### src/rtl/core/cfa_pkg.sv
// Shared codes and control/status structs of the contiguous frame allocator.
// No dependencies.
package cfa_pkg;

   localparam logic [1:0] MODE_ALLOC   = 2'd0;
   localparam logic [1:0] MODE_RELEASE = 2'd1;
   localparam logic [1:0] MODE_MARK    = 2'd2;

   localparam logic [1:0] FS_FREE = 2'd0;
   localparam logic [1:0] FS_USED = 2'd1;
   localparam logic [1:0] FS_HEAD = 2'd2;

   localparam logic [1:0] STATUS_OK       = 2'd0;
   localparam logic [1:0] STATUS_NO_ROOM  = 2'd1;
   localparam logic [1:0] STATUS_NOT_HEAD = 2'd2;
   localparam logic [1:0] STATUS_OUTSIDE  = 2'd3;

   typedef enum logic [1:0] {
      FREE_HOLD = 2'd0,
      FREE_INC  = 2'd1,
      FREE_DEC  = 2'd2,
      FREE_SUB  = 2'd3
   } free_op_type;

   typedef struct packed {
      logic        clr_start;
      logic        clr_step;
      logic        free_init;
      logic        req_load;
      logic        scan_start;
      logic        walk_start;
      logic        rd_en;
      logic        run_upd;
      logic        fill_start;
      logic        fill_step;
      logic        wr_pend;
      logic [1:0]  wr_code;
      free_op_type free_op;
      logic        set_status;
      logic [1:0]  status_code;
      logic        set_head;
      logic        out_ld;
   } cmd_type;

   typedef struct packed {
      logic [1:0] mode;
      logic       clr_last;
      logic       alloc_reject;
      logic       rel_out;
      logic       mark_out;
      logic       ptr_lt_n;
      logic       pend;
      logic [1:0] p_data;
      logic       p_first;
      logic       p_last;
      logic       p_mend;
      logic       run_hit;
      logic       fill_last;
      logic       out_free;
   } sts_type;

endpackage

### src/rtl/core/cfa_ctrl.sv
// Sequencer of the contiguous frame allocator: clear, search, fill and walk.
// Depends on cfa_pkg; drives the datapath only through cmd and sts.
module cfa_ctrl (
   input  logic             clock,
   input  logic             reset,
   input  logic             cfg_we,
   input  logic             req_valid,
   output logic             req_stall,
   input  cfa_pkg::sts_type sts,
   output cfa_pkg::cmd_type cmd
);
   import cfa_pkg::*;

   typedef enum logic [6:0] {
      S_CLEAR  = 7'b0000001,
      S_IDLE   = 7'b0000010,
      S_DECIDE = 7'b0000100,
      S_SCAN   = 7'b0001000,
      S_FILL   = 7'b0010000,
      S_WALK   = 7'b0100000,
      S_FINISH = 7'b1000000
   } state_type;

   state_type state_ff, state_in;
   logic      hit;

   assign req_stall = (state_ff != S_IDLE);
   assign hit = sts.pend && (sts.p_data == FS_FREE) && sts.run_hit;

   always_comb begin
      cmd      = '0;
      state_in = state_ff;
      unique case (state_ff)
         S_CLEAR: begin
            cmd.clr_step = 1'b1;
            if (cfg_we) begin
               cmd.clr_start = 1'b1;
            end else if (sts.clr_last) begin
               cmd.free_init = 1'b1;
               state_in = S_IDLE;
            end
         end
         S_IDLE: begin
            if (cfg_we) begin
               cmd.clr_start = 1'b1;
               state_in = S_CLEAR;
            end else if (req_valid) begin
               cmd.req_load = 1'b1;
               state_in = S_DECIDE;
            end
         end
         S_DECIDE: begin
            unique case (sts.mode)
               MODE_ALLOC: begin
                  if (sts.alloc_reject) begin
                     cmd.set_status  = 1'b1;
                     cmd.status_code = STATUS_NO_ROOM;
                     state_in = S_FINISH;
                  end else begin
                     cmd.scan_start = 1'b1;
                     state_in = S_SCAN;
                  end
               end
               MODE_RELEASE: begin
                  if (sts.rel_out) begin
                     cmd.set_status  = 1'b1;
                     cmd.status_code = STATUS_OUTSIDE;
                     state_in = S_FINISH;
                  end else begin
                     cmd.walk_start = 1'b1;
                     state_in = S_WALK;
                  end
               end
               MODE_MARK: begin
                  if (sts.mark_out) begin
                     cmd.set_status  = 1'b1;
                     cmd.status_code = STATUS_OUTSIDE;
                     state_in = S_FINISH;
                  end else begin
                     cmd.walk_start = 1'b1;
                     state_in = S_WALK;
                  end
               end
               default: begin
                  state_in = S_FINISH;
               end
            endcase
         end
         S_SCAN: begin
            cmd.rd_en   = sts.ptr_lt_n && !hit;
            cmd.run_upd = sts.pend;
            if (hit) begin
               cmd.fill_start = 1'b1;
               state_in = S_FILL;
            end else if (sts.pend && sts.p_last) begin
               cmd.set_status  = 1'b1;
               cmd.status_code = STATUS_NO_ROOM;
               state_in = S_FINISH;
            end
         end
         S_FILL: begin
            cmd.fill_step = 1'b1;
            if (sts.fill_last) begin
               cmd.free_op  = FREE_SUB;
               cmd.set_head = 1'b1;
               state_in = S_FINISH;
            end
         end
         S_WALK: begin
            cmd.rd_en = sts.ptr_lt_n;
            if (sts.pend) begin
               if (sts.mode == MODE_MARK) begin
                  cmd.wr_pend = 1'b1;
                  cmd.wr_code = sts.p_first ? FS_HEAD : FS_USED;
                  if (sts.p_data == FS_FREE) begin
                     cmd.free_op = FREE_DEC;
                  end
                  if (sts.p_mend) begin
                     state_in = S_FINISH;
                  end
               end else if (sts.p_first && (sts.p_data != FS_HEAD)) begin
                  cmd.set_status  = 1'b1;
                  cmd.status_code = STATUS_NOT_HEAD;
                  state_in = S_FINISH;
               end else if (sts.p_first || (sts.p_data == FS_USED)) begin
                  // The head, and each allocated frame after it, returns to free.
                  cmd.wr_pend = 1'b1;
                  cmd.wr_code = FS_FREE;
                  cmd.free_op = FREE_INC;
                  if (sts.p_last) begin
                     state_in = S_FINISH;
                  end
               end else begin
                  state_in = S_FINISH;
               end
            end
         end
         S_FINISH: begin
            if (sts.out_free) begin
               cmd.out_ld = 1'b1;
               state_in = S_IDLE;
            end
         end
         default: begin
            state_in = S_CLEAR;
         end
      endcase
   end

   always_ff @(posedge clock) begin
      if (reset) begin
         state_ff <= S_CLEAR;
      end else begin
         state_ff <= state_in;
      end
   end

endmodule

### config.mk
export PLATFORM = sky130hd
export DESIGN_NAME = cfa_ctrl
export DESIGN_NICKNAME = d
export VERILOG_FILES = /design/src/rtl/core/cfa_pkg.sv /design/src/rtl/core/cfa_ctrl.sv
export SDC_FILE = /design/constraint.sdc
export NUM_CORES = 1
export LEC_CHECK = 0
export BUFFER_PORTS_ARGS = -buffer_cell sky130_fd_sc_hd__buf_2
export CAP_MARGIN = 0
export CORE_ASPECT_RATIO = 1.4
export CORE_MARGIN = 4
export CORE_UTILIZATION = 40
export CTS_BUF_LIST = sky130_fd_sc_hd__clkbuf_2
export CTS_CLUSTER_SIZE = 20
export DETAILED_ROUTE_END_ITERATION = 8
export GPL_ROUTABILITY_DRIVEN = 0
export PLACE_DENSITY = 0.76
export SETUP_SLACK_MARGIN = 0.1
export SKIP_LAST_GASP = 1
export SLEW_MARGIN = 20
export SYNTH_ARGS = -nofsm -noshare
export SYNTH_HDL_FRONTEND = slang
export SYNTH_SLANG_ARGS = --single-unit
### constraint.sdc
create_clock -name clock -period 1.8 [get_ports clock]
set_input_delay 0.36 -clock clock [delete_from_list [all_inputs] [get_ports clock]]
set_output_delay 0.36 -clock clock [all_outputs]
set_load 0.01 [all_outputs]
**After elaboration in Yosys (flattened, before gate mapping)**

Cells that the tools add are included.

- Input port bits: 20
- Output and inout bits: 21
- Word-level logic and storage cells: 92
- Register bits: 7

- Eq/ne operators: 21
- Mux-type cells: 59
- Reduce and logical (&&, ||, !) cells: 11

Operators by type and width:

| kind | count |
|---|---|
| 7-bit two-way mux | 17 |
| 7-bit one-hot mux with 7 select lines | 1 |
| 3-bit two-way mux | 8 |
| 7-bit one-hot mux with 3 select lines | 1 |
| 3-bit one-hot mux with 3 select lines | 2 |
| 1-bit two-way mux | 17 |
| 5-bit two-way mux | 3 |
| 2-bit two-way mux | 6 |
| 2-bit inequality test (second input constant) | 6 |
| 3-bit inequality test (second input constant) | 3 |
| 9-bit AND reduction | 1 |
| 8-bit two-way mux | 1 |
| 7-bit by 1-bit == test with 1-bit output (second input constant) | 1 |
| 7-bit by 2-bit == test with 1-bit output (second input constant) | 1 |
| 7-bit by 3-bit == test with 1-bit output (second input constant) | 1 |
| 7-bit by 4-bit == test with 1-bit output (second input constant) | 1 |
| 7-bit by 5-bit == test with 1-bit output (second input constant) | 1 |
| 7-bit by 6-bit == test with 1-bit output (second input constant) | 1 |
| 7-bit == test (second input constant) | 1 |
| 7-bit by 2-bit inequality test with 1-bit output (second input constant) | 1 |
| 1-bit logical AND | 5 |
| 5-bit inequality test (second input constant) | 1 |
| 2-bit by 1-bit == test with 1-bit output (second input constant) | 2 |
| 2-bit zero test | 2 |
| other kinds (6) | 7 |

**Logic depth before layout (Yosys ltp)**

Gate-level depths: netlist of run 1.

- Depth in word-level cells: 7
- Gate-level depth with buffers: 7

**Worst setup path before layout of run 1**

Ideal clock, no wire load.

- Path type: reg-to-output
- Start point: reg state_ff[4]
- End point: out cmd[4] (netlist name)
- Path buffers: 1
- Data arrival time: 1.575 ns
- Required time: 1.440 ns
- Setup slack: -0.135 ns
- Cell stages (with the launch flop): 7
- Path through: dfxtp_1 -> buf_6 -> nor3_4 -> nand4b_4 -> or2_4 -> o22ai_1 -> nand2b_1

RTL lines:

| element | RTL line | source |
|---|---|---|
| from (decl) | cfa_ctrl.sv:24 | `state_type state_ff, state_in;` |
| from (signal assigned) | cfa_ctrl.sv:154 | `state_ff <= state_in;` |
| to (decl) | cfa_ctrl.sv:10 | `output cfa_pkg::cmd_type cmd` |

==> results.md, run 1 <==
Status:
- The flow ran to the end, but the final reports show violations.
- The final reports fail on negative setup slack.

Worst hold path:
- Counting instances, the worst hold path has a depth of 2.
- The worst hold path belongs to the class input pin to flip-flop.
- The startpoint identified for the worst hold timing path is cfg_we.

Flow run:
- The tool flagged a number of max-cap violations equal to 0.

Synth:
- The commonest cells after synthesis are nor2_1, inv_1, nand2_1, dfxtp_1, nand3_1.
- The distinct cell type count of the synthesized netlist is 46.
- After synthesis the cells add up to 885 sq um.
- The most repeated cell in the gate-level netlist after synthesis is nor2_1.
- The sequential share of the synthesized area is 15.8%.
- The library cell with the largest summed area after synthesis is dfxtp_1.
- The share of the synthesized area in the top cell type is 15.8%.
- The number of enable flip-flop cells after synthesis is 0.
- Counting every instance in the synthesized netlist gives 115.
- The Yosys step of the flow raised 0 warnings.
- The number of nets in the synthesized netlist is 140.
- Among all flip-flop cells after synthesis, the most frequent one is dfxtp_1.
- Averaged over all synthesized cells, the footprint is 7.69 sq um.
- By area the synthesized netlist is led by dfxtp_1, ha_1, nor2_1.
- Counting flops and latches in the post-synthesis netlist gives 7.
- The async set or reset register ratio after synthesis is 0%.

STA:
- The final-layout worst hold slack is 433 ps.
- The final max-slew violation count is 0.
- The transition at the pin with the smallest max-transition slack is 317 ps.
- For the finished layout, the period the worst path requires is 2190 ps.
- The count of final setup violators is 27.
- The final critical-path share of the clock period is 122%.
- Setup repair after global routing could not meet its margin everywhere.
- Across the routed clock network, the largest skew measured is 13.0 ps.
- The worst pin sits at a relative slew slack of 78.9%.
- In the post-route analysis, the smallest setup slack over all paths is -390 ps.
- The top achievable clock speed is 457 MHz.
- The number of hold-slack violations in the final timing report is 0.

Die:
- During I/O placement, the number of pins put on the boundary was 41.
- The die covers 3040 sq um.
- The initial utilization of the core area, before any placement, comes to 43.3%.
- Measured along the x axis, the die boundary spans 47.7 um.
- After floorplanning, the core was divided into 19 placement rows.
- The placeable core area is 2040 sq um.
- The die is 63.6 um tall.

Worst setup path:
- Broken down by cell family, the worst path's largest delay share belongs to simple AND/OR/NAND/NOR gates.
- The required arrival time at the worst endpoint is 1440 ps.
- Among all stages on the critical path, the largest delay is contributed by dfxtp_4.
- The kind of launch point of the worst setup path is a flip-flop.
- The signal on the critical path passes through nor4_4 > and3_4 > buf_4 > nand2_1 > o31ai_1 > buf_2.
- The worst setup path is captured at a primary output.
- The worst reg2reg path depth is 8.
- The critical path launch point is state_ff[1].
- The top fanout value on the critical path is 4.
- Counting buffers and inverters, the worst setup path is 6 cells deep.
- The maximum cell stage delay along the critical path is 370 ps.
- The number of buffers and inverters on the critical path is 2.
- The worst register-to-register path begins at state_ff[1].
- Data on the critical path arrives at its endpoint at 1830 ps.
- The worst setup path is of the flip-flop to primary output kind.

Layout:
- The most flop-heavy register is state_ff.
- The register with the most flip-flops in the layout has 7 of them.
- The number of inserted filler cells in the final layout is 69.
- 0 antenna diodes ended up in the layout.
- The area growth from synthesis to layout is 117%.
- The share of the core filled with cells is 94.1%.
- In the final layout, the registers with the most flip-flops are state_ff: 7 flops.
- The net count of the finished layout is 230.
- The post-route netlist has 75.0% of its cells at a drive strength greater than 1.

Power:
- Power comes to 1.60 mW.
- The static leakage is 0.865 nW.
- The highest ir drop seen on vdd is 0.00109 V.
- Power spread over the standard cell area amounts to 834 nW/um^2.

Global routing:
- The total routing usage reported by global routing is 27.5%.
- The via count of the first global-routing pass is 1348.
- Entering global routing, the biggest net connects 10 pins.
- The initial antenna violation count is 0.
- The global route total overflow is 0.
- The first global-routing pass estimated 6200 um of wire.

Routing:
- The via density per instance is 6.24.
- The pre-antenna-repair detailed-routing pass consisted of 4 iterations.
- Dividing the detail-routed wire length by the instance count gives 24.1 um.
- Once detail routing completed, the nets flagged for antenna violations numbered 0.
- The total detailed-routing wirelength is 5430 um.
- For this block, the via count after detailed routing is 1404.
- The number of DRC violations after detailed routing is 0.
- The detailed router finished its first iteration with 73 violations.

CTS:
- The depth of the CTS H-tree is 1.
- Clock-pin slew was measured on the worst setup and hold paths at 80 ps.
- The tree is rooted in a clkbuf_2.
- The clock tree from TritonCTS is built.
- The total CTS buffers is 3.
- The maximum buffer depth of the clock tree is 2.
- The total number of clock tree sinks is 7.
- After clock tree synthesis, the flow added hold-fix buffers numbering 0.
- Clock latency on the worst-skew pair, taken at its later pin, is 240 ps.

Placement:
- The placed wire-length estimate after detailed placement is 2530 um.
- In this run the tool buffered the top-level ports with 40 buffer cells.
- At the placement stage, the worst setup path has a slack of -188 ps.
through the flow:
stage	instance area (sq um)	std cells	setup TNS [ps]
6_report	1920	225	-4820
5_1_grt	1920	225	-7270
4_1_cts	1730	218	-2540
3_5_place_dp	1370	199	-747
3_3_place_gp	1370	199	-417
2_1_floorplan	961	115	-19.0
cell type report:
class                           instances  area [sq um]  share of cell area, %
Clock buffer                            4          20.0                   1.04
Inverter                               10          40.0                   2.08
Multi-Input combinational cell         94           995                   51.7
Timing Repair Buffer                   89           686                   35.7
Tap cell                               21          26.3                   1.37
Sequential cell                         7           156                   8.13
final timing paths:
kind	endpoint	slack, ps
min reg2reg	state_ff[6]	740
max	cmd[5]	-390
min	state_ff[2]	430
max reg2reg	state_ff[5]	-140
layout by cell type (no fill, tap or decap), types with 3 or more instances in the layout:
cell,Yosys,routed
nand2_2,0,3
nand2b_1,4,3
buf_2,2,31
buf_4,0,35
dfxtp_2,0,4
nand2_1,10,5
nor2_1,11,5
and3_4,1,4
nand3_2,0,3
nor2b_1,5,5
ha_1,5,4
buf_6,2,22
clkbuf_2,0,4
dfxtp_4,0,3
nor2_4,0,4
inv_1,10,7
power breakdown:
part / switching (mW) / total (mW) / internal [mW]
logic: 0.606 / 1.23 / 0.626
registers: 0.0541 / 0.251 / 0.197
clock network: 0.0622 / 0.121 / 0.0590
total: 0.722 / 1.60 / 0.882
logic make-up (layout without fill, tap and decap cells):
logic type | after synthesis | in the layout | synth area share, %
AO/OA/AOI/OAI | 27 | 27 | 23.5
adder cells (fa/ha/maj) | 5 | 5 | 7.07
AND/OR/NAND/NOR | 59 | 59 | 42.7
buffers and inverters | 14 | 103 | 7.92
XOR/XNOR | 3 | 3 | 2.97
flip-flops | 7 | 7 | 15.8
layer usage:
layer,vias to the layer above,part of all wire [%],GRT usage [%]
met5,-,0,0
met4,0,6.2,13.5
met3,30,7.7,4.27
met2,115,52,51.0
met1,654,35,26.5
li1,605,-,-
repair_timing:
| action | 4_1_cts | 5_1_grt |
|---|---|---|
| gates resized for setup | 53 | 34 |
| buffers inserted | 15 | 8 |
| pin swaps | 15 | 24 |
| endpoints found under the setup margin | 26 | 28 |
No activity file was read; power rests on OpenSTA's default activity.
==> inputs of run 2 (changes only) <==
Settings changed: ABC_AREA set to 1, CORE_UTILIZATION 40 to 35, PLACE_DENSITY 0.76 to 0.67, REMOVE_ABC_BUFFERS set to 1.
==> results.md, run 2 <==
Status:
- The flow ran to the end, and the final reports show no timing, DRC or antenna violations.

Synth:
- Yosys printed 0 warnings.
- By count the netlist is led by nand2_1, inv_1, nor2_1, nand3_1, dfxtp_1.
- The area of the mapped netlist is 981 sq um.
- In the synthesized netlist the dominant register cell turns out to be dfxtp_1.
- The sequential share of the synthesized area is 14.3%.
- Synthesis produced 176 cells.
- The average cell area after synthesis is 5.57 sq um.
- Yosys instantiated no cell more often than nand2_1.
- The share of the synthesized area in the top cell type is 14.5%.
- By area the synthesized netlist is led by nand2_1, dfxtp_1, inv_1.
- The biggest area contributor in the post-synthesis netlist is nand2_1.
- The synthesized design contains 0 enable-type register cells.
- Of all flip-flops after synthesis, the portion carrying an async set or reset was 0%.
- In this run, synthesis produced a sequential element count of 7.
- The distinct cell type count of the synthesized netlist is 25.

Global routing:
- The global route total overflow is 0.
- The wire length of the first global-routing pass is 5130 um.
- The maximum number of pins on one net before global-route repair is 8.
- In the global route stage, overall resource usage came out at 17.3%.
- The initial antenna violation count came to 0.
- The via count of the first global-routing pass is 1318.

Placement:
- The placed instance count is 253.
- At the placement stage, the worst setup path has a slack of 69.9 ps.
- Detailed placement ended at an HPWL of 2430 um.
- The post-place instance area is 1230 sq um.
- Buffers placed on the I/O ports in this run total 40.

Die:
- After floorplanning, the core was sized to cover 2640 sq um.
- In this run the count of I/O pins placed on the die edge is 41.
- The height of the chip is 70.6 um.
- From left edge to right edge, the die measures 52.7 um.
- The starting density of the core is 37.1%.
- The number of standard-cell rows in the floorplan is 22.
- The die footprint is 3730 sq um.

Layout:
- The area growth from synthesis to layout is 65.8%.
- The number of nets in the finished design is 267.
- The finished cells cover 1630 sq um.
- The register with the most flip-flops in the layout has 7 of them.
- The count of inserted antenna diode cells is 0.
- The library cells used most frequently in the layout, excluding fill and tap cells, are buf_2, nand2_1, inv_1, nor2_1, buf_4.
- The share of cells above drive strength 1 is 49.8%.
- The count of non-filler cells in the finished layout is 277.
- The most flop-heavy register is state_ff.
- The library cell used most frequently in the layout, excluding fill and tap cells, is buf_2.
- The largest registers in the layout are state_ff: 7 flops.

Power:
- Across the VDD grid, the largest voltage drop is 0.000381 V.
- The clock network fraction of total power is 9.8%.
- Sequential cells account for 19.5% of the total power.
- The total power per unit cell area is 759 nW/um^2.
- Summing internal, switching and leakage power gives 1.23 mW.
- Cell internal power was estimated by the tool at 0.613 mW.
- The static leakage is 0.905 nW.
- Summed over all nets, the switching power comes to 0.620 mW.
- The fraction of power spent switching nets is 50.3%.
- The logic gate share of total power is 70.7%.

Worst setup path:
- The register-to-register setup slack is 120 ps.
- The maximum cell stage delay along the critical path is 340 ps.
- Data arrives at the worst endpoint at 1390 ps.
- The cell occurring most often along the worst timing path is nand2_2.
- The worst setup path is launched from a flip-flop.
- In this design, the largest share of critical-path delay is due to simple AND/OR/NAND/NOR gates.
- In this run the critical register-to-register path is launched from state_ff[6].
- The slowest stage of the critical path belongs to the cell dfxtp_2.
- The critical path goes through nor2_4 > nand2_2 > inv_4 > nand2_2 > nor2_2 > inv_1 > o31ai_1 > buf_2.
- The critical path launch point is state_ff[1].
- The top fanout value on the critical path is 4.
- The endpoint of the lowest-slack register-to-register path is state_ff[0].
- Together, buffers and inverters on the worst path number 3.
- The worst reg2reg path depth is 11.
- The worst setup path is captured at a primary output.
- The critical path is of the flip-flop to primary output type.
- Data on the critical path is required at its endpoint by 1440 ps.

STA:
- The count of final setup violators is 0.
- For the finished layout, the period the worst path requires is 1750 ps.
- The final max-slew violation count came to 0.
- The final critical-path share of the clock period is 97.4%.
- The setup skew after layout is 6.18 ps.
- The setup slack after layout is 47.2 ps.
- The number of hold-slack violations in the final timing report is 0.
- The top achievable clock speed is 571 MHz.
- Adding up every negative setup slack in the final design gives 0 ps.
- Headroom to the max-slew limit came out at 82.9%.
- Setup repair after global routing could not meet its margin everywhere.
- At the pin with the least slew margin, the transition time is 254 ps.

Routing:
- The detailed router finished its first iteration with 30 violations.
- In this run the remaining antenna-violating nets after routing total 0.
- The total iterations of the first detailed-routing run is 5.
- In the final routed layout, each cell accounts on average for 11.5 um.
- The total detailed-routing wirelength is 3190 um.
- In the routed design, unresolved DRC markers number 0.
- For this block, the via count after detailed routing is 1328.
- Dividing the detail-routed via count by the number of cells gives 4.79.

CTS:
- The maximum buffer depth of the clock tree is 2.
- The total CTS buffers is 3.
- For the worst-skew pair, the clock arrives at the later sink with an insertion delay of 230 ps.
- Buffers inserted to repair hold after CTS numbered 0.
- The root buffer cell chosen for the clock tree is clkbuf_2.
- TritonCTS built the clock tree.
- CTS built an H-tree with a depth of 1.
- The tree built by TritonCTS fans out to 7 sinks.
- The clock-pin slew of the registers on the worst-case setup and hold paths is 80 ps.

Flow run:
- The max-cap violation count is 0.

Worst hold path:
- The startpoint identified for the worst hold timing path is reset.
- The classification of the worst-slack hold path is input pin to flip-flop.
- The worst hold path passes through 2 cells.
- The destination of the worst hold path is state_ff[5].
==> run 2: changes by cell type in the layout (fill, tap and decap cells not counted), sizes merged, moves of 4 or more <==
cell / delta
a21oi: +5
and3: -4
buf: -28
inv: +27
nand2: +33
nand2b: -4
nand3: +11
nand4: +5
nor2: +25
nor2b: -5
==> run 2: through the flow <==
step / utilization, % / hold slack, ps
floorplan: - / 422
global placement: 46.7 / 503
detailed placement: 46.7 / 510
CTS: 56.3 / 324
global route: 61.6 / 320
finish: 61.6 / 329
==> run 2: final cells by class <==
class                           count  area, sq um
Inverter                           37          151
Timing Repair Buffer               61          375
Fill cell                         285         1020
Clock buffer                        4         20.0
Tap cell                           36         45.0
Multi-Input combinational cell    132          881
Sequential cell                     7          154
==> run 2: worst register-to-register path: cells and delay by family (launching register included) <==
kind,cells,cell delay (ps)
AOI/OAI and AO/OA,1,100
and+or+nand+nor,3,340
buffers and inverters,7,730
DFF,1,360
==> run 2: power by group through the flow <==
stage	registers (mW)	logic, mW	clock network, mW
finish	0.240	0.872	0.121
global route	0.248	0.969	0.128
CTS	0.234	0.740	0.120
detailed placement	0.224	0.620	0
global placement	0.223	0.623	0
floorplan	0.220	0.455	0
==> run 2: timing repair <==
action / CTS / global route
gates resized for setup: 33 / 26
pin swaps: 12 / 12
setup endpoints to repair: 15 / 19
setup buffers: 17 / 3
gates cloned: 0 / 0
==> run 2: cell families after synthesis <==
logic type	after synthesis	synth area share (%)
flops	7	14.3
compound gates	18	11.1
fa+ha+maj	5	6.38
simple gates	109	54.1
buf+inv	37	14.2
==> run 2: per-layer routing <==
layer / vias up / share of wire (%) / GRT usage [%]
li1: 690 / - / -
met1: 596 / 37 / 17.5
met2: 36 / 58 / 34.0
met3: 6 / 3.9 / 2.11
met4: 0 / 1.4 / 6.25
met5: - / 0 / 0
==> run 2: worst max-delay path by stage <==
| stage | endpoint | slack (ps) | cells after the start |
|---|---|---|---|
| finish | cmd[6] | 50 | 8 |
| detailed placement | cmd[14] | 70 | 8 |
| floorplan | cmd[5] | 290 | 7 |
| global placement | cmd[14] | 90 | 8 |
| global route | cmd[2] | -30 | 8 |
| CTS | cmd[2] | 40 | 8 |
